--- src/rtl/mwm_pkg.sv ---
`timescale 1ns / 1ps
// ----------------------------------------------------------------------------
// mwm_pkg: shared types and constants for the mecanum wheel mixer
// Payload structs, pipeline lane types and the output saturation function.
// ----------------------------------------------------------------------------
package mwm_pkg;

    localparam int SPEED_WIDTH = 16;
    localparam int NUM_WHEELS  = 4;
    localparam int MAX_W       = 15;
    // |vx +- vy +- vw| <= 3 * 2^(SPEED_WIDTH-1)
    localparam int MAG_W       = SPEED_WIDTH + 1;
    localparam int SUM_W       = SPEED_WIDTH + 2;
    localparam int PROD_W      = MAG_W + MAX_W;
    localparam int CL_W        = (SUM_W > MAX_W + 1) ? SUM_W : MAX_W + 1;

    localparam logic [MAX_W-1:0] MAX_SPEED_RESET = 15'd8000;

    typedef struct packed {
        logic signed [SPEED_WIDTH-1:0] forward_speed;
        logic signed [SPEED_WIDTH-1:0] sideways_speed;
        logic signed [SPEED_WIDTH-1:0] turn_rate;
    } t_cmd;

    typedef struct packed {
        logic signed [SPEED_WIDTH-1:0] left_front_speed;
        logic signed [SPEED_WIDTH-1:0] left_rear_speed;
        logic signed [SPEED_WIDTH-1:0] right_front_speed;
        logic signed [SPEED_WIDTH-1:0] right_rear_speed;
        logic                          was_scaled;
    } t_result;

    // per-wheel divider state
    typedef struct packed {
        logic [MAG_W-1:0] rem;
        logic [MAX_W-1:0] num_lo;
        logic [MAX_W-1:0] quo;
        logic             neg;
    } t_div_lane;

    // request data shared by the four wheel lanes
    typedef struct packed {
        logic                                        valid;
        logic                                        scale;
        logic [MAG_W-1:0]                            divisor;
        logic [NUM_WHEELS-1:0][SPEED_WIDTH-1:0]      plain;
    } t_div_side;

    localparam logic signed [CL_W-1:0] SPEED_LIM =
        {{(CL_W - SPEED_WIDTH + 1){1'b0}}, {(SPEED_WIDTH - 1){1'b1}}};

    function automatic logic [SPEED_WIDTH-1:0] sat_speed(input logic signed [CL_W-1:0] v);
        logic signed [CL_W-1:0] r;
        r = v;
        if (v > SPEED_LIM) begin
            r = SPEED_LIM;
        end else if (v < -SPEED_LIM) begin
            r = -SPEED_LIM;
        end
        return r[SPEED_WIDTH-1:0];
    endfunction

endpackage

--- src/rtl/mwm_mixer.sv ---
`timescale 1ns / 1ps
// ----------------------------------------------------------------------------
// mwm_mixer: wheel mixing, peak search and numerator forming
// Three registered stages that feed the divider cell chain.
// ----------------------------------------------------------------------------
module mwm_mixer (
    input  logic                                           i_clk,
    input  logic                                           i_rst_n,
    input  logic                                           i_valid,
    input  mwm_pkg::t_cmd                                  i_cmd,
    input  logic [mwm_pkg::MAX_W-1:0]                      i_max_speed,
    output mwm_pkg::t_div_side                             o_side,
    output mwm_pkg::t_div_lane [mwm_pkg::NUM_WHEELS-1:0]   o_lane
);
    import mwm_pkg::*;

    // stage 1: wheel sums
    logic                    r_v1;
    logic signed [SUM_W-1:0] r_sum [NUM_WHEELS];
    logic signed [SUM_W-1:0] n_sum [NUM_WHEELS];
    logic signed [SUM_W-1:0] vx, vy, vw;

    // stage 2: magnitudes, peak, unscaled result
    logic                    r_v2;
    logic                    r_scale2;
    logic [MAG_W-1:0]        r_lrg;
    logic [MAG_W-1:0]        r_mag   [NUM_WHEELS];
    logic [NUM_WHEELS-1:0]   r_neg;
    logic [NUM_WHEELS-1:0][SPEED_WIDTH-1:0] r_plain2;

    logic [MAG_W-1:0]        n_mag   [NUM_WHEELS];
    logic [NUM_WHEELS-1:0]   n_neg;
    logic [NUM_WHEELS-1:0][SPEED_WIDTH-1:0] n_plain;
    logic [SUM_W-1:0]        abs_v   [NUM_WHEELS];
    logic [MAG_W-1:0]        m01, m23, n_lrg;
    logic                    n_scale;

    // stage 3: products
    t_div_side                         r_side;
    t_div_lane [NUM_WHEELS-1:0]        r_lane;
    logic [PROD_W-1:0]                 prod [NUM_WHEELS];

    always_comb begin
        vx = SUM_W'(i_cmd.forward_speed);
        vy = SUM_W'(i_cmd.sideways_speed);
        vw = SUM_W'(i_cmd.turn_rate);
        n_sum[0] = vx + vy + vw;
        n_sum[1] = vx - vy + vw;
        n_sum[2] = vx - vy - vw;
        n_sum[3] = vx + vy - vw;
    end

    always_comb begin
        for (int i = 0; i < NUM_WHEELS; i++) begin
            n_neg[i]   = r_sum[i][SUM_W-1];
            abs_v[i]   = n_neg[i] ? -r_sum[i] : r_sum[i];
            n_mag[i]   = abs_v[i][MAG_W-1:0];
            n_plain[i] = sat_speed(CL_W'(r_sum[i]));
        end
        m01     = (n_mag[0] > n_mag[1]) ? n_mag[0] : n_mag[1];
        m23     = (n_mag[2] > n_mag[3]) ? n_mag[2] : n_mag[3];
        n_lrg   = (m01 > m23) ? m01 : m23;
        n_scale = CL_W'(n_lrg) > CL_W'(i_max_speed);
    end

    always_comb begin
        for (int i = 0; i < NUM_WHEELS; i++) begin
            prod[i] = PROD_W'(r_mag[i]) * PROD_W'(i_max_speed);
        end
    end

    always_ff @(posedge i_clk) begin
        if (!i_rst_n) begin
            r_v1         <= 1'b0;
            r_v2         <= 1'b0;
            r_side.valid <= 1'b0;
        end else begin
            r_v1         <= i_valid;
            r_v2         <= r_v1;
            r_side.valid <= r_v2;
        end
    end

    always_ff @(posedge i_clk) begin
        r_sum    <= n_sum;
        r_mag    <= n_mag;
        r_neg    <= n_neg;
        r_plain2 <= n_plain;
        r_lrg    <= n_lrg;
        r_scale2 <= n_scale;

        r_side.scale   <= r_scale2;
        r_side.divisor <= r_lrg;
        r_side.plain   <= r_plain2;
        // product < divisor * 2^MAX_W when scaling, so the top part starts below it
        for (int i = 0; i < NUM_WHEELS; i++) begin
            r_lane[i].rem    <= prod[i][PROD_W-1:MAX_W];
            r_lane[i].num_lo <= prod[i][MAX_W-1:0];
            r_lane[i].quo    <= '0;
            r_lane[i].neg    <= r_neg[i];
        end
    end

    assign o_side = r_side;
    assign o_lane = r_lane;

endmodule

--- config.mk ---
export PLATFORM = sky130hd
export DESIGN_NAME = mwm_mixer
export DESIGN_NICKNAME = d
export VERILOG_FILES = /design/src/rtl/mwm_pkg.sv /design/src/rtl/mwm_mixer.sv
export SDC_FILE = /design/constraint.sdc
export NUM_CORES = 2
export LEC_CHECK = 0
export BUFFER_PORTS_ARGS = -buffer_cell sky130_fd_sc_hd__buf_2
export CAP_MARGIN = 20
export CORE_ASPECT_RATIO = 0.75
export CORE_UTILIZATION = 55
export CTS_CLUSTER_DIAMETER = 100
export CTS_CLUSTER_SIZE = 12
export DETAILED_ROUTE_END_ITERATION = 8
export PLACE_DENSITY = 0.85
export SETUP_SLACK_MARGIN = 0.15
export SLEW_MARGIN = 15
export SYNTH_ARGS = -nofsm -noshare
export SYNTH_HDL_FRONTEND = slang
export SYNTH_SLANG_ARGS = --single-unit
export TNS_END_PERCENT = 1
--- constraint.sdc ---
create_clock -name i_clk -period 8.5 [get_ports i_clk]
set_input_delay 0.85 -clock i_clk [delete_from_list [all_inputs] [get_ports i_clk]]
set_output_delay 0.85 -clock i_clk [all_outputs]
set_load 0.01 [all_outputs]
-- Word level (Yosys, flattened, before mapping)
Cells that the tools add are included.
- flip-flop bits (word level): 443
- bits of input ports: 66
- output and inout bits: 275
- logic and storage cells: 81
- $add $sub $neg: 10
- multiply operators: 4
- magnitude comparators: 12
- muxes and demuxes: 11
- reductions and logical operators: 4
- operators by type and width (operator ; number):
    $mul 17x15->32 ; 4
    $mux 17 ; 7
    $gt 18x16->1 const B ; 4
    $lt 18x16->1 const B ; 4
    $neg 17->17 ; 4
    $mux 16 ; 4
    $gt 17x17->1 ; 3
    $add 17x16->18 ; 2
    $sub 17x16->18 ; 2
    $add 16x16->17 ; 1
    $gt 17x15->1 ; 1
    $sub 16x16->17 ; 1
    $reduce_or 2->1 ; 4

-- Longest topological paths before layout
- depth in word-level cells: 7
- depth in mapped cells: 40
- depth with buffers taken out: 37

-- Least setup slack after synthesis
No wires, ideal clock.
- kind: flip-flop to flip-flop
- start: register r_sum[8] (netlist bit)
- end: register r_scale2
- data arrival time: 7691 ps
- required time: 8380 ps
- path slack: 689 ps
- stages on the path, launching flop included: 37
- buffers on the path: 2
- period minus slack after synthesis: 7811 ps
- cells stage by stage: dfxtp_1 > or4_4 > or2_2 > or3_1 > o21ai_0 > xor2_1 > ha_1 > a21o_1 > a21o_1 > a21oi_1 > or4b_1 > o21ai_2 > a31oi_4 > buf_4 > mux2i_1 > ha_1 > nor2b_1 > o21a_1 > o21ai_0 > nand2b_1 > a21oi_1 > o21ai_0 > a211o_1 > o21ai_2 > clkbuf_1 > mux2i_1 > ha_1 > nor2b_1 > o21a_1 > o21a_1 > o21ai_0 > nand2b_1 > a21oi_1 > o21ai_0 > a221o_1 > a21o_1 > a211o_1
- longest elaborated chain between the ends: 7
- RTL lines (item ; RTL line ; RTL):
    from (decl) ; mwm_mixer.sv:19 ; logic signed [SUM_W-1:0] r_sum [NUM_WHEELS];
    from (signal assigned) ; mwm_mixer.sv:85 ; r_sum <= n_sum;
    $neg 17->17 ; mwm_mixer.sv:56 ; abs_v[i] = n_neg[i] ? -r_sum[i] : r_sum[i];
    $mux 17 (*) ; mwm_mixer.sv:56 ;
    $gt 17x17->1 ; mwm_mixer.sv:61 ; m23 = (n_mag[2] > n_mag[3]) ? n_mag[2] : n_mag[3];
    $mux 17 (*) ; mwm_mixer.sv:61 ;
    $gt 17x17->1 ; mwm_mixer.sv:62 ; n_lrg = (m01 > m23) ? m01 : m23;
    $mux 17 (*) ; mwm_mixer.sv:62 ;
    named net n_lrg[1] ; mwm_mixer.sv:35 ; logic [MAG_W-1:0] m01, m23, n_lrg;
    $gt 17x15->1 (*) ; mwm_mixer.sv:63 ; n_scale = CL_W'(n_lrg) > CL_W'(i_max_speed);
    named net n_scale ; mwm_mixer.sv:36 ; logic n_scale;
    to (signal assigned) ; mwm_mixer.sv:90 ; r_scale2 <= n_scale;
    to (decl) ; mwm_mixer.sv:25 ; logic r_scale2;
The timed path passes the listed nets; every way through them passes the cells marked *.
A chain may end at the register's enable or synchronous reset.

-- Final worst setup path
Same ends and word-level chain as after synthesis.

==> flow_metrics.env <==
export IMPL_finalClockSkew_ns=0.0461
export IMPL_synth_compound_area_share_pct=8.25
export IMPL_cts_tree="done"
export IMPL_synth_ff_type="dfxtp_1"
export IMPL_ys_seq_elements=437
export IMPL_synth_adder_area_share_pct=45.3
export IMPL_slowest_delay_ns=0.57
export IMPL_antenna_found_initial=19
export IMPL_tightest_slew_ns=1.12
export IMPL_yosys_area_share_simple_pct=14.5
export IMPL_period_needed_ns=7.91
export IMPL_final_hold_viol_count=0
export IMPL_wl_per_cell_um=19.4
export IMPL_routed_via_density=5.55
export IMPL_fp_dieArea_mm2=0.0914
export IMPL_synth_edff_count=0
export IMPL_layout_area_seq_mm2=0.00875
export IMPL_r2r_slack_ns=0.59
export IMPL_grt_use_total_pct=28.8
export IMPL_multiInputGateArea_mm2=0.0366
export IMPL_synth_xor_area_share_pct=4.36
export IMPL_areaGrowthSynthToFinish_pct=7.79
export IMPL_cts_hold_buf=0
export IMPL_setup_violations=0
export IMPL_syn_avg_cell_area_um2=9.37
export IMPL_critical_path_class="register to register"
export IMPL_vias=37200
export IMPL_cp_arrival_ns=8.43
export IMPL_synthArstFlopShare_pct=0
export IMPL_clock_sinks=437
export IMPL_cts_root_buf="clkbuf_16"
export IMPL_drcViolationCount=0
export IMPL_cts_buffers=43
export IMPL_ys_types=84
export IMPL_netlist_area_mm2=0.0496
export IMPL_fin_crit_sh_pct=93.1
export IMPL_crit_required_ns=9.02
export IMPL_gr_total_overflow=0
export IMPL_syn_inst=5294
export IMPL_drv_cap=0
export IMPL_fin_nets=6880
export IMPL_drive_gt1_share_pct=8.56
export IMPL_drt_pass1_iterations=7
export IMPL_dieHeight_um=262
export IMPL_drtAntennaViolNets=0
export IMPL_hpwl_um=105000
export IMPL_worst_path_most_repeated_cell="ha_1"
export IMPL_insertion_delay_ns=0.65
export IMPL_tns_ns=0
export IMPL_seq_area_frac_synth_pct=17.6
export IMPL_cts_clk_slew_worst_paths_ns=0.06
export IMPL_outcome="finished, final reports clean"
export IMPL_crit_path_start_kind="register"
export IMPL_n_fill_cell=7216
export IMPL_relSlewSlack_pct=25.1
export IMPL_crit_slowest_cell="or4_4"
export IMPL_core_area_mm2=0.0884
export IMPL_die_x_um=349
export IMPL_row_count=94
export IMPL_grt_pass1_vias=38600
export IMPL_clockBufferDepth=3
export IMPL_yosysWarningCount=0
export IMPL_hold_class="register to register"
export IMPL_rsz0062_at_grt="no"
export IMPL_report_final_slew_viol_count=0
export IMPL_grt_start_max_net_pins=55
export IMPL_port_buffers=280
export IMPL_crit_path_end_kind="register"
export IMPL_drt_iter0_markers=2923
export IMPL_pin_count=341
export IMPL_start_util_pct=56.1
export IMPL_grt_first_pass_wirelength_um=206000
export IMPL_place_gp_congestion=0.982
export IMPL_crit_fanout=10
export IMPL_finalWirelength_um=130000
export IMPL_synth_top_family_by_area="adder cells"
export IMPL_h_tree_depth=2
export IMPL_synth_mux_area_share_pct=0.737
export IMPL_max_freq_ghz=0.126
## cell families (layout without fill, tap and decap cells)
family | count (synthesis) | after routing
DFF | 437 | 437
buffers and inverters | 1157 | 1295
adders and majority gates | 1328 | 1328
xor gates and xnor gates | 246 | 246
other | 1 | 71
AOI/OAI and AO/OA | 615 | 616
muxes | 34 | 34
and+or+nand+nor | 1476 | 1476
## layout make-up
cell class | count | area share, %
tap | 1200 | 2.81
clock inverter | 7 | 0.227
clock buffer | 44 | 2.02
inverter | 885 | 6.21
multi-input combinational | 3760 | 68.4
sequential | 437 | 16.4
antenna | 11 | 0.0515
timing repair buffer | 359 | 3.90
## layout by cell type, fill, tap and decap left out, drive strengths merged, types with 8 or more instances in the layout
cell type	instances
a211o	8
a211oi	9
a21boi	8
a21o	118
a21oi	179
a31oi	19
and2	418
and3	15
and4	8
buf	359
clkbuf	44
conb	60
dfxtp	437
diode	11
fa	778
ha	550
inv	884
mux2	14
mux2i	20
nand2	674
nand2b	29
nand3	33
nand4	22
nor2	150
nor2b	33
nor3	33
nor4	9
o211ai	9
o21a	32
o21ai	103
o21bai	38
o31ai	22
o41ai	14
or2	13
or3	19
xnor2	166
xor2	80
## final timing paths
path                            from                  to  depth (start not counted)
max                 r_sum[8]$_DFF_P_    r_scale2$_DFF_P_                         28
max reg2reg         r_sum[8]$_DFF_P_    r_scale2$_DFF_P_                         28
min reg2reg  r_plain2[37]$_SDFF_PP1_  o_side[37]$_DFF_P_                          0
min          r_plain2[37]$_SDFF_PP1_  o_side[37]$_DFF_P_                          0
## state kept, by name, summed over array words and instances, names as in the netlist
name	cells
n_neg	4
r_v1	1
r_plain2	64
r_v2	1
r_sum	66
r_lrg	17
o_side	83
r_neg	4
r_mag	66
o_lane	130
r_scale2	1
## Yosys cell counts (8+ instances only)
cell type | number | area [um^2]
a21o_1 | 118 | 886
o31ai_1 | 22 | 165
buf_4 | 63 | 473
o41ai_1 | 11 | 96.3
nor3_1 | 33 | 165
nor2_1 | 149 | 559
o21bai_1 | 38 | 285
inv_1 | 882 | 3310
a31oi_1 | 17 | 106
clkbuf_1 | 204 | 766
nand3_1 | 33 | 165
mux2i_1 | 20 | 200
xnor2_1 | 165 | 1450
a21boi_0 | 8 | 60.1
ha_1 | 550 | 6880
and4_1 | 8 | 70.1
o21a_1 | 32 | 240
or2_2 | 12 | 75.1
a211oi_1 | 9 | 67.6
fa_1 | 778 | 15600
nand2_1 | 674 | 2530
dfxtp_1 | 437 | 8750
or3_1 | 19 | 119
o21ai_0 | 98 | 490
a211o_1 | 8 | 70.1
xor2_1 | 80 | 701
nor2b_1 | 33 | 206
o211ai_1 | 9 | 67.6
a21oi_1 | 178 | 891
and3_1 | 15 | 93.8
nand4_1 | 22 | 138
and2_1 | 418 | 2620
mux2_2 | 12 | 135
nand2b_1 | 29 | 181
## per-layer routing
metal  track usage [%]  up-vias  share of wire [%]
met1              37.2    18400                 40
met2              46.1     1680                 46
met3              6.24      341                9.2
li1                  -    16700                  -
met5                 0        -              0.068
met4              13.9       12                4.8
## critical path, delay by kind of cell (launching register included)
kind	cells	cell delay, ns
AOI/OAI and AO/OA	13	2.92
xor gates and xnor gates	1	0.20
adders and majority gates	3	0.81
buffers and inverters	3	0.54
DFF	1	0.35
muxes	2	0.69
and+or+nand+nor	6	2.26
## what timing repair did
item,in CTS,in global routing
gates cloned,0,1
pin swaps,0,7
setup endpoints to repair,1,1
setup buffers,0,18
resized for setup,1,17
## per-stage QoR
step | setup slack, ns | area [um^2] | cells | hold slack, ns | utilization (%)
after floorplan | 0.689 | 49800 | 5353 | 0.310 | -
after global placement | 0.293 | 52000 | 6622 | 0.312 | 58.8
after detailed placement | 0.133 | 52000 | 6622 | 0.312 | 58.8
after CTS | 0.188 | 53200 | 6673 | 0.327 | 60.1
after global routing | 0.136 | 53400 | 6701 | 0.330 | 60.4
final | 0.591 | 53500 | 6703 | 0.326 | 60.4
Power is not shown: default switching activity piles up to over one toggle a cycle in this logic, so the estimate is an artifact.
