<file path="src/rtl/mwm_pkg.sv">
`timescale 1ns / 1ps
// ----------------------------------------------------------------------------
// mwm_pkg: shared types and constants for the mecanum wheel mixer
// Payload structs, pipeline lane types and the output saturation function.
// ----------------------------------------------------------------------------
package mwm_pkg;

    localparam int SPEED_WIDTH = 16;
    localparam int NUM_WHEELS  = 4;
    localparam int MAX_W       = 15;
    // |vx +- vy +- vw| <= 3 * 2^(SPEED_WIDTH-1)
    localparam int MAG_W       = SPEED_WIDTH + 1;
    localparam int SUM_W       = SPEED_WIDTH + 2;
    localparam int PROD_W      = MAG_W + MAX_W;
    localparam int CL_W        = (SUM_W > MAX_W + 1) ? SUM_W : MAX_W + 1;

    localparam logic [MAX_W-1:0] MAX_SPEED_RESET = 15'd8000;

    typedef struct packed {
        logic signed [SPEED_WIDTH-1:0] forward_speed;
        logic signed [SPEED_WIDTH-1:0] sideways_speed;
        logic signed [SPEED_WIDTH-1:0] turn_rate;
    } t_cmd;

    typedef struct packed {
        logic signed [SPEED_WIDTH-1:0] left_front_speed;
        logic signed [SPEED_WIDTH-1:0] left_rear_speed;
        logic signed [SPEED_WIDTH-1:0] right_front_speed;
        logic signed [SPEED_WIDTH-1:0] right_rear_speed;
        logic                          was_scaled;
    } t_result;

    // per-wheel divider state
    typedef struct packed {
        logic [MAG_W-1:0] rem;
        logic [MAX_W-1:0] num_lo;
        logic [MAX_W-1:0] quo;
        logic             neg;
    } t_div_lane;

    // request data shared by the four wheel lanes
    typedef struct packed {
        logic                                        valid;
        logic                                        scale;
        logic [MAG_W-1:0]                            divisor;
        logic [NUM_WHEELS-1:0][SPEED_WIDTH-1:0]      plain;
    } t_div_side;

    localparam logic signed [CL_W-1:0] SPEED_LIM =
        {{(CL_W - SPEED_WIDTH + 1){1'b0}}, {(SPEED_WIDTH - 1){1'b1}}};

    function automatic logic [SPEED_WIDTH-1:0] sat_speed(input logic signed [CL_W-1:0] v);
        logic signed [CL_W-1:0] r;
        r = v;
        if (v > SPEED_LIM) begin
            r = SPEED_LIM;
        end else if (v < -SPEED_LIM) begin
            r = -SPEED_LIM;
        end
        return r[SPEED_WIDTH-1:0];
    endfunction

endpackage

</file>
<file path="src/rtl/mwm_div_cell.sv">
`timescale 1ns / 1ps
// ----------------------------------------------------------------------------
// mwm_div_cell: one quotient bit of the restoring divider, four lanes wide
// Brings down the next numerator bit, compares against the divisor, passes on.
// ----------------------------------------------------------------------------
module mwm_div_cell (
    input  logic                                           i_clk,
    input  logic                                           i_rst_n,
    input  mwm_pkg::t_div_side                             i_side,
    input  mwm_pkg::t_div_lane [mwm_pkg::NUM_WHEELS-1:0]   i_lane,
    output mwm_pkg::t_div_side                             o_side,
    output mwm_pkg::t_div_lane [mwm_pkg::NUM_WHEELS-1:0]   o_lane
);
    import mwm_pkg::*;

    t_div_side                  r_side;
    t_div_lane [NUM_WHEELS-1:0] r_lane;
    t_div_lane [NUM_WHEELS-1:0] n_lane;
    logic [MAG_W:0]             trial [NUM_WHEELS];
    logic [MAG_W:0]             diff  [NUM_WHEELS];
    logic [NUM_WHEELS-1:0]      ge;

    always_comb begin
        for (int i = 0; i < NUM_WHEELS; i++) begin
            trial[i] = {i_lane[i].rem, i_lane[i].num_lo[MAX_W-1]};
            diff[i]  = trial[i] - {1'b0, i_side.divisor};
            ge[i]    = trial[i] >= {1'b0, i_side.divisor};
            n_lane[i].rem    = ge[i] ? diff[i][MAG_W-1:0] : trial[i][MAG_W-1:0];
            n_lane[i].num_lo = {i_lane[i].num_lo[MAX_W-2:0], 1'b0};
            n_lane[i].quo    = {i_lane[i].quo[MAX_W-2:0], ge[i]};
            n_lane[i].neg    = i_lane[i].neg;
        end
    end

    always_ff @(posedge i_clk) begin
        if (!i_rst_n) begin
            r_side.valid <= 1'b0;
        end else begin
            r_side.valid <= i_side.valid;
        end
    end

    always_ff @(posedge i_clk) begin
        r_side.scale   <= i_side.scale;
        r_side.divisor <= i_side.divisor;
        r_side.plain   <= i_side.plain;
        r_lane         <= n_lane;
    end

    assign o_side = r_side;
    assign o_lane = r_lane;

endmodule

</file>
<file path="config.mk">
export PLATFORM = sky130hd
export DESIGN_NAME = mwm_div_cell
export DESIGN_NICKNAME = d
export VERILOG_FILES = /design/src/rtl/mwm_pkg.sv /design/src/rtl/mwm_div_cell.sv
export SDC_FILE = /design/constraint.sdc
export NUM_CORES = 1
export LEC_CHECK = 0
export ABC_AREA = 0
export BUFFER_PORTS_ARGS = -buffer_cell sky130_fd_sc_hd__buf_2
export CELL_PAD_IN_SITES_DETAIL_PLACEMENT = 0
export CELL_PAD_IN_SITES_GLOBAL_PLACEMENT = 1
export CORE_AREA = 2 2 215 217
export DETAILED_ROUTE_END_ITERATION = 16
export DIE_AREA = 0 0 217 219
export PLACE_DENSITY_LB_ADDON = 0.1
export RECOVER_POWER = 25
export SLEW_MARGIN = 40
export SYNTH_ARGS = -nofsm -noshare
export SYNTH_HDL_FRONTEND = slang
export SYNTH_SLANG_ARGS = --single-unit
</file>
<file path="constraint.sdc">
create_clock -name i_clk -period 7.3 [get_ports i_clk]
set_input_delay 0 -clock i_clk [delete_from_list [all_inputs] [get_ports i_clk]]
set_output_delay 0 -clock i_clk [all_outputs]
set_load 0.01 [all_outputs]
</file>
-- Yosys cells after proc, flatten, opt, wreduce, memory -nomap -nowiden
Index checks and enable logic that the tools add are counted.
- flip-flop bits (word level): 271
- logic and storage cells: 35
- add/sub/neg operators: 4
- order comparisons: 4
- multiplexer cells: 4
- operators with widths (operator ; number):
    >= comparator 18 x 17 -> 1 bit ; 4
    two-way mux 17 bit ; 4
    subtractor 17 bit ; 4

-- Longest topological paths before layout
Gate-level depths: netlist of run 1.
- depth in word-level cells: 2
- gate-level depth with buffers: 13
- depth with buffers taken out: 12

-- Worst setup path after synthesis of run 1
Ideal clock, no wire load.
- kind: input to register
- from: input port i_lane[126] in the netlist's numbering
- to: register r_lane, in the netlist o_lane[135]
- data arrival time: 2.405 ns
- buffers on the path: 1
- setup time: 0.121 ns
- path slack: 4.774 ns
- cell stages on the path: 13
- path through: inv_1 > ha_1 > inv_1 > fa_1 > a211oi_1 > nor2_1 > o221ai_1 > o211a_1 > a21boi_0 > o21ai_1 > a31oi_4 > buf_6 > mux2_2
- RTL lines (item ; RTL line ; source):
    start: declaration ; mwm_div_cell.sv:10 ; input mwm_pkg::t_div_lane [mwm_pkg::NUM_WHEELS-1:0] i_lane,
    end signal: assignment ; mwm_div_cell.sv:47 ; r_lane <= n_lane;
    end: declaration ; mwm_div_cell.sv:17 ; t_div_lane [NUM_WHEELS-1:0] r_lane;

==> impl_metrics.tcl, run 1 <==
set metrics [dict create \
    status "finished, final reports clean" \
    gp_congestion 0.816 \
    grt_max_degree 30 \
    synth_top_family_by_area "compound AO/OA/AOI/OAI gates" \
    grt_first_pass_wirelength_um 62800 \
    die_w_um 217 \
    slew_headroom 0.531 \
    cp-end-kind "flop" \
    finalNetCount 2040 \
    postSynth.asyncResetShare 0 \
    cp_top_family "compound AO/OA/AOI/OAI gates" \
    rsz0062_at_grt "no" \
    synth_edf_count 0 \
    worstMarginPinSlew_ps 703 \
    fmax_ghz 0.273 \
    startpoint_type "input port" \
    fin_area_um2 16800 \
    io-pin-count 552 \
    dp_hpwl_um 35500 \
    cts_tree "built" \
    cts_buffers 34 \
    clock_tree.root_cell "clkbuf_16" \
    power_uw 4300 \
    layout_common_cells "buf_2 (530), dlygate4sd3_1 (281), dfxtp_1 (271)" \
    cts.sinks 271 \
    area_growth_pct 78.1 \
    antenna_found_initial 8 \
    postPlaceCellArea_um2 12900 \
    yosys.area_share.simple 0.0848 \
    timing.hold.ws_ps 8.11 \
    hp-start "i_lane[191]" \
    seqPwrFrac 0.385 \
    wl_per_cell_um 19.4 \
    drive_gt1_frac 0.372 \
    core_um2 45100 \
    hold_buffers 281 \
    setup_viol_count_final 0 \
    min_to "o_lane[145]" \
    yosys_warnings 0 \
    comb_power_share 0.202 \
    viasPerCell 4.02 \
    crit_path_start "i_side[64]" \
    routed_wl_um 45000 \
    initial_utilization 0.210 \
    vdd_drop_max_v 0.000179 \
    cp_common_cell "dlygate4sd3_1" \
    final_common_cell "buf_2" \
    final_hold_viol_count 0 \
    critPathBufInv 4 \
    synth_compound_area_frac 0.125 \
    ctsResizeCount 0 \
    syn_area_per_cell_um2 11.2 \
    power.switching_uw 1160 \
    path_cells "dlygate4sd3_1, buf_2, ha_1, inv_1, fa_1, a211oi_1, nor2_1, o221ai_1, o211a_1, a21boi_0, o21ai_1, a31oi_4, mux2i_1, dlygate4sd3_1" \
    via_count 9322 \
    fin_crit_sh 0.502 \
    required_ps 7770 \
    min_path_cells 2 \
    synth_fa_ha_area_frac 0.0985 \
    ys.flop_type "dfxtp_1" \
    drc 0 \
    hold_path_class "in2reg" \
    dp_slack_ps 3890 \
    path_max_fanout 18 \
    synth_seq_cells 271 \
    cts_setup_buffers 0 \
    cap_violations 0 \
    switching_share 0.271 \
    synth_cell_types 61 \
    drt_iter0_markers 253 \
    crit_path_max_incr_delay_ps 620 \
    grt_pass1_vias 9380 \
    port_buffers 543 \
    synth_xor_area_frac 0.0473 \
    p_clk_frac 0.413 \
    drt_pass1_iterations 4 \
    die_area_um2 47500 \
    overflow 0 \
    synthCells 842 \
    antenna_left 0 \
    fin_crit_ps 3660 \
    die_height_um 219 \
    crit_arrival_ps 4140 \
    crit_path_top_delay_cell "a31oi_4" \
    netlist_area_um2 9450 \
    clockBufferDepth 3 \
    setup_tns_ps 0 \
    rows 78 \
    p_leak_uw 0.00801 \
    worst_slack_ps 3640 \
    drv_slew 0 \
    powerDensity_nw_per_um2 255 \
    grt_usage 0.182 \
    htreeDepth 2 \
    p_int_uw 3130 \
    path_class "in2reg" \
    ys_seq_area_frac 0.574 \
    synthMuxAreaShare 0.0425 \
    path_clk_slew_ps 60 \
]
## power by group through the flow
stage                     combinational, µW  sequential (µW)  clock, µW
after floorplan                         325             1760          0
after global placement                  750             1690          0
after detailed placement                746             1690          0
after CTS                               887             1660       1840
after global routing                    950             1670       1900
final                                   868             1650       1770
## routing by layer
metal / GRT usage / vias to the layer above / part of all wire
met2: 0.329 / 317 / 0.51
li1: - / 4632 / -
met4: 0.0660 / 10 / 0.029
met3: 0.0449 / 68 / 0.061
met5: 0 / - / 0.0014
met1: 0.208 / 4295 / 0.40
## flip-flops by register name (all words and copies together), names as in the netlist
register  cells
o_side       83
o_lane      188
## cell type report
type	count	area (µm²)
Fill cell	4631	28300
Timing Repair Buffer	827	5540
Sequential cell	271	5430
Multi-Input combinational cell	516	3780
Clock buffer	46	977
Tap cell	600	751
Clock inverter	15	200
Inverter	41	154
Antenna cell	2	5.00
## worst max-delay path by stage
stage,endpoint,cells past startpoint,slack (ps)
2_1_floorplan,o_lane[135],13,4770
3_3_place_gp,o_lane[129],12,3850
3_5_place_dp,o_lane[139],12,3890
4_1_cts,o_lane[127],14,3570
5_1_grt,o_lane[127],14,3330
6_report,o_lane[127],14,3640
## stage by stage
step / instances / utilization
after CTS: 2316 / 0.374
after floorplan: 845 / -
final: 2318 / 0.373
after detailed placement: 1974 / 0.285
after global placement: 1974 / 0.285
after global routing: 2317 / 0.373
## cell families (layout without fill, tap and decap cells)
logic type / after synthesis / after routing
DFF: 271 / 271
and+or+nand+nor: 168 / 168
xor gates and xnor gates: 51 / 51
buffers and inverters: 58 / 929
other: 1 / 6
adders and majority gates: 72 / 72
AOI/OAI and AO/OA: 187 / 187
muxes: 34 / 34
## synthesized netlist by cell type (all sizes together) (6+ instances only)
library cell	count	area share
nor2	74	0.029
nand2	28	0.011
nor3	6	0.0032
mux2	31	0.039
ha	68	0.090
a31oi	10	0.0082
or2	6	0.0040
a21oi	79	0.043
buf	9	0.0078
xnor2	38	0.035
a21o	16	0.013
nor2b	9	0.0060
nand2b	9	0.0060
o21a	8	0.0064
nand4	9	0.0060
o21ai	32	0.018
o21bai	6	0.0048
clkbuf	8	0.0032
xor2	13	0.012
nand3	6	0.0032
inv	41	0.016
dfxtp	271	0.57
No activity file was read; power rests on OpenSTA's default activity.
==> inputs of run 2 (changes only) <==
clock period = 3.7 ns   (was 7.3 ns; I/O delays follow)
==> impl_metrics.tcl, run 2 (synthesis gave the netlist of run 1 again) <==
set metrics [dict create \
    status "finished, final reports clean" \
    drive_gt1_frac 0.363 \
    path_clk_slew_ps 60 \
    clockBufferDepth 3 \
    min_path_cells 2 \
    hold_path_class "in2reg" \
    port_buffers 543 \
    seqPwrFrac 0.397 \
    power.switching_uw 2230 \
    rsz0062_at_grt "no" \
    fin_crit_sh 0.940 \
    finalNetCount 2077 \
    area_growth_pct 80.6 \
    die_height_um 219 \
    utilization 0.379 \
    drc 0 \
    p_int_uw 5990 \
    viasPerCell 3.96 \
    setup_viol_count_final 0 \
    path_max_fanout 29 \
    rows 78 \
    drt_pass1_iterations 4 \
    p_leak_uw 0.00808 \
    worstMarginPinSlew_ps 569 \
    final_common_cell "buf_2" \
    path_cells "dlygate4sd3_1, buf_2, ha_1, inv_1, fa_1, a21oi_1, nor2_1, o31a_1, o21ai_2, a21oi_1, or4_4, mux2_4, dlygate4sd3_1" \
    io-pin-count 552 \
    startpoint_type "input port" \
    core_um2 45100 \
    cts_buffers 31 \
    gp_congestion 0.817 \
    crit_path_top_delay_cell "or4_4" \
    layout_common_cells "buf_2 (528), dlygate4sd3_1 (310), dfxtp_1 (271)" \
    cts_tree "built" \
    min_to "o_side[76]" \
    grt_first_pass_wirelength_um 63500 \
    final_hold_viol_count 0 \
    power_uw 8220 \
    grt_pass1_vias 9621 \
    die_w_um 217 \
    drv_slew 0 \
    fin_crit_ps 3480 \
    via_count 9335 \
    die_area_um2 47500 \
    crit_arrival_ps 3970 \
    dp_hpwl_um 35800 \
    overflow 0 \
    required_ps 4190 \
    path_class "in2reg" \
    powerDensity_nw_per_um2 482 \
    cp-end-kind "flop" \
    largest_register_ffs 188 \
    routed_wl_um 45600 \
    hp-start "i_side[76]" \
    slew_headroom 0.621 \
    crit_path_max_incr_delay_ps 690 \
    htreeDepth 1 \
    cap_violations 0 \
    p_clk_frac 0.385 \
    fmax_ghz 0.287 \
    timing.hold.ws_ps 45.6 \
    switching_share 0.271 \
    setup_tns_ps 0 \
    drt_iter0_markers 214 \
    vdd_drop_max_v 0.000332 \
    antenna_found_initial 11 \
    clock_tree.root_cell "clkbuf_16" \
    grt_max_degree 30 \
    cts.sinks 271 \
    antenna_left 0 \
    comb_power_share 0.218 \
    grt_usage 0.184 \
    wl_per_cell_um 19.4 \
    initial_utilization 0.210 \
]
run 2: layout make-up:
class | count | area (µm²)
Fill cell | 4664 | 28000
Timing Repair Buffer | 867 | 5910
Sequential cell | 271 | 5430
Multi-Input combinational cell | 516 | 3780
Clock buffer | 45 | 858
Tap cell | 600 | 751
Clock inverter | 10 | 171
Inverter | 41 | 158
Antenna cell | 5 | 12.5
run 2: timing repair:
action / CTS / global route
hold endpoints to repair: 271 / 0
gates resized for setup: 0 / 1
buffers inserted: 0 / 3
hold buffers: 310 / 0
endpoints found under the setup margin: 0 / 1
run 2: stage by stage:
step                cells  instance area [µm²]  worst slack [ps]
floorplan             845                 9460              1170
detailed placement   1982                12900               655
finish               2355                17100               221
global placement     1982                12900               629
CTS                  2347                17000               196
global route         2354                17100              10.9
run 2: how the worst max path moves through the flow:
stage	from	slack (ps)	endpoint
2_1_floorplan	i_lane[126]	1170	o_lane[135]
3_3_place_gp	i_side[65]	630	o_lane[93]
3_5_place_dp	i_side[64]	650	o_lane[181]
4_1_cts	i_side[65]	200	o_lane[42]
5_1_grt	i_side[64]	10	o_lane[42]
6_report	i_side[64]	220	o_lane[181]
run 2: routing by layer:
layer / track usage / routed length (µm) / vias up
li1: - / - / 4695
met1: 0.203 / 17700 / 4267
met2: 0.344 / 23700 / 291
met3: 0.0459 / 2830 / 70
met4: 0.0543 / 1340 / 12
met5: 0 / 77 / -
run 2: critical path: cells and delay by family:
| kind | cells | cell delay, ps |
|---|---|---|
| multiplexers | 1 | 360 |
| adder cells (fa/ha/maj) | 2 | 600 |
| buffers and inverters | 4 | 1390 |
| AND/OR/NAND/NOR | 2 | 770 |
| AO/OA/AOI/OAI | 4 | 830 |
run 2: power by group through the flow:
stage / logic [µW] / clock network (µW) / registers, µW
after floorplan: 641 / 0 / 3480
after global placement: 1500 / 0 / 3330
after detailed placement: 1490 / 0 / 3320
after CTS: 1830 / 3300 / 3270
after global routing: 1960 / 3400 / 3290
final: 1790 / 3160 / 3260
==> inputs of run 3 (changes only) <==
clock period = 4.2 ns   (was 3.7 ns; I/O delays follow)
==> impl_metrics.tcl, run 3 (synthesis gave the netlist of run 1 again) <==
set metrics [dict create \
    setup_viol_count_final 0 \
    layout_common_cells "buf_2 (532), dlygate4sd3_1 (276), dfxtp_1 (271)" \
    grt_usage 0.182 \
    gp_congestion 0.795 \
    htreeDepth 2 \
    required_ps 4670 \
    io-pin-count 552 \
    setup_tns_ps 0 \
    status "finished, final reports clean" \
    power.switching_uw 2010 \
    vdd_drop_max_v 0.000269 \
    area_growth_pct 78.2 \
    powerDensity_nw_per_um2 446 \
    p_clk_frac 0.417 \
    cp-end-kind "flop" \
    path_cells "dlygate4sd3_1, buf_2, ha_1, inv_1, fa_1, a211oi_1, nor2_1, o221ai_1, o211a_1, a21boi_0, o21ai_1, a31oi_4, mux2i_1, dlygate4sd3_1" \
    cp_common_cell "dlygate4sd3_1" \
    port_buffers 543 \
    cts.sinks 271 \
    dp_cells 1977 \
    switching_share 0.267 \
    dp_hpwl_um 35600 \
    clock_tree.root_cell "clkbuf_16" \
    viasPerCell 3.97 \
    antenna_found_initial 11 \
    worstMarginPinSlew_ps 710 \
    rsz0062_at_grt "no" \
    initial_utilization 0.210 \
    fin_crit_ps 3590 \
    final_common_cell "buf_2" \
    core_um2 45100 \
    antenna_left 0 \
    die_area_um2 47500 \
    routed_wl_um 44900 \
    hold_path_class "in2reg" \
    crit_path_max_incr_delay_ps 630 \
    cap_violations 0 \
    fin_crit_sh 0.854 \
    cts_tree "built" \
    drive_gt1_frac 0.376 \
    drt_iter0_markers 299 \
    cts_buffers 34 \
    via_count 9192 \
    p_int_uw 5510 \
    grt_first_pass_wirelength_um 62700 \
    clockBufferDepth 3 \
    cp_top_family "compound AO/OA/AOI/OAI gates" \
    die_height_um 219 \
    power_uw 7510 \
    cts_setup_buffers 0 \
    fin_cells 2318 \
    slew_headroom 0.527 \
    die_w_um 217 \
    largest_register_ffs 188 \
    startpoint_type "input port" \
    seqPwrFrac 0.383 \
    critPathBufInv 4 \
    p_leak_uw 0.00801 \
    path_class "in2reg" \
    overflow 0 \
    wl_per_cell_um 19.4 \
    crit_path_top_delay_cell "a31oi_4" \
    drv_slew 0 \
    rows 78 \
    drt_pass1_iterations 4 \
    fmax_ghz 0.279 \
    path_clk_slew_ps 60 \
    crit_arrival_ps 4050 \
    grt_max_degree 30 \
    grt_pass1_vias 9550 \
    final_hold_viol_count 0 \
    path_max_fanout 18 \
    finalNetCount 2038 \
    drc 0 \
    timing.hold.ws_ps 20.7 \
    comb_power_share 0.201 \
]
[run 3: final cells by class]
cell class | instances | area, µm²
inverter | 41 | 154
timing repair buffer | 825 | 5510
tap | 600 | 751
clock inverter | 15 | 233
clock buffer | 44 | 970
fill | 4673 | 28200
sequential | 271 | 5430
antenna | 6 | 15.0
multi-input combinational | 516 | 3780
[run 3: per-layer routing]
| layer | track usage | part of all wire | vias to the layer above |
|---|---|---|---|
| met5 | 0 | 0.0013 | - |
| met4 | 0.0653 | 0.030 | 10 |
| met3 | 0.0511 | 0.064 | 80 |
| met2 | 0.332 | 0.51 | 306 |
| met1 | 0.202 | 0.39 | 4172 |
| li1 | - | - | 4624 |
[run 3: final timing paths]
kind / cells after the start / from / slack (ps) / endpoint
max: 14 / i_side[64] / 610 / o_lane[127]
min: 2 / i_lane[191] / 20 / o_lane[145]
[run 3: power groups by stage]
stage	clock network [µW]	logic [µW]	registers (µW)
after global placement	0	1310	2930
after CTS	3240	1540	2880
after floorplan	0	565	3060
after global routing	3340	1650	2900
after detailed placement	0	1300	2930
final	3130	1510	2880
[run 3: stage by stage]
step	instance area (µm²)	setup WS [ps]	util
final	16800	612	0.374
after global routing	16800	378	0.374
after CTS	16800	548	0.374
after detailed placement	12900	874	0.286
after global placement	12900	912	0.286
after floorplan	9460	1670	-
[run 3: repair_timing]
action                                  CTS  global route
endpoints found under the setup margin    0             0
resized for setup                         0             0
endpoints found under the hold margin   268             0
hold buffers                            276             0
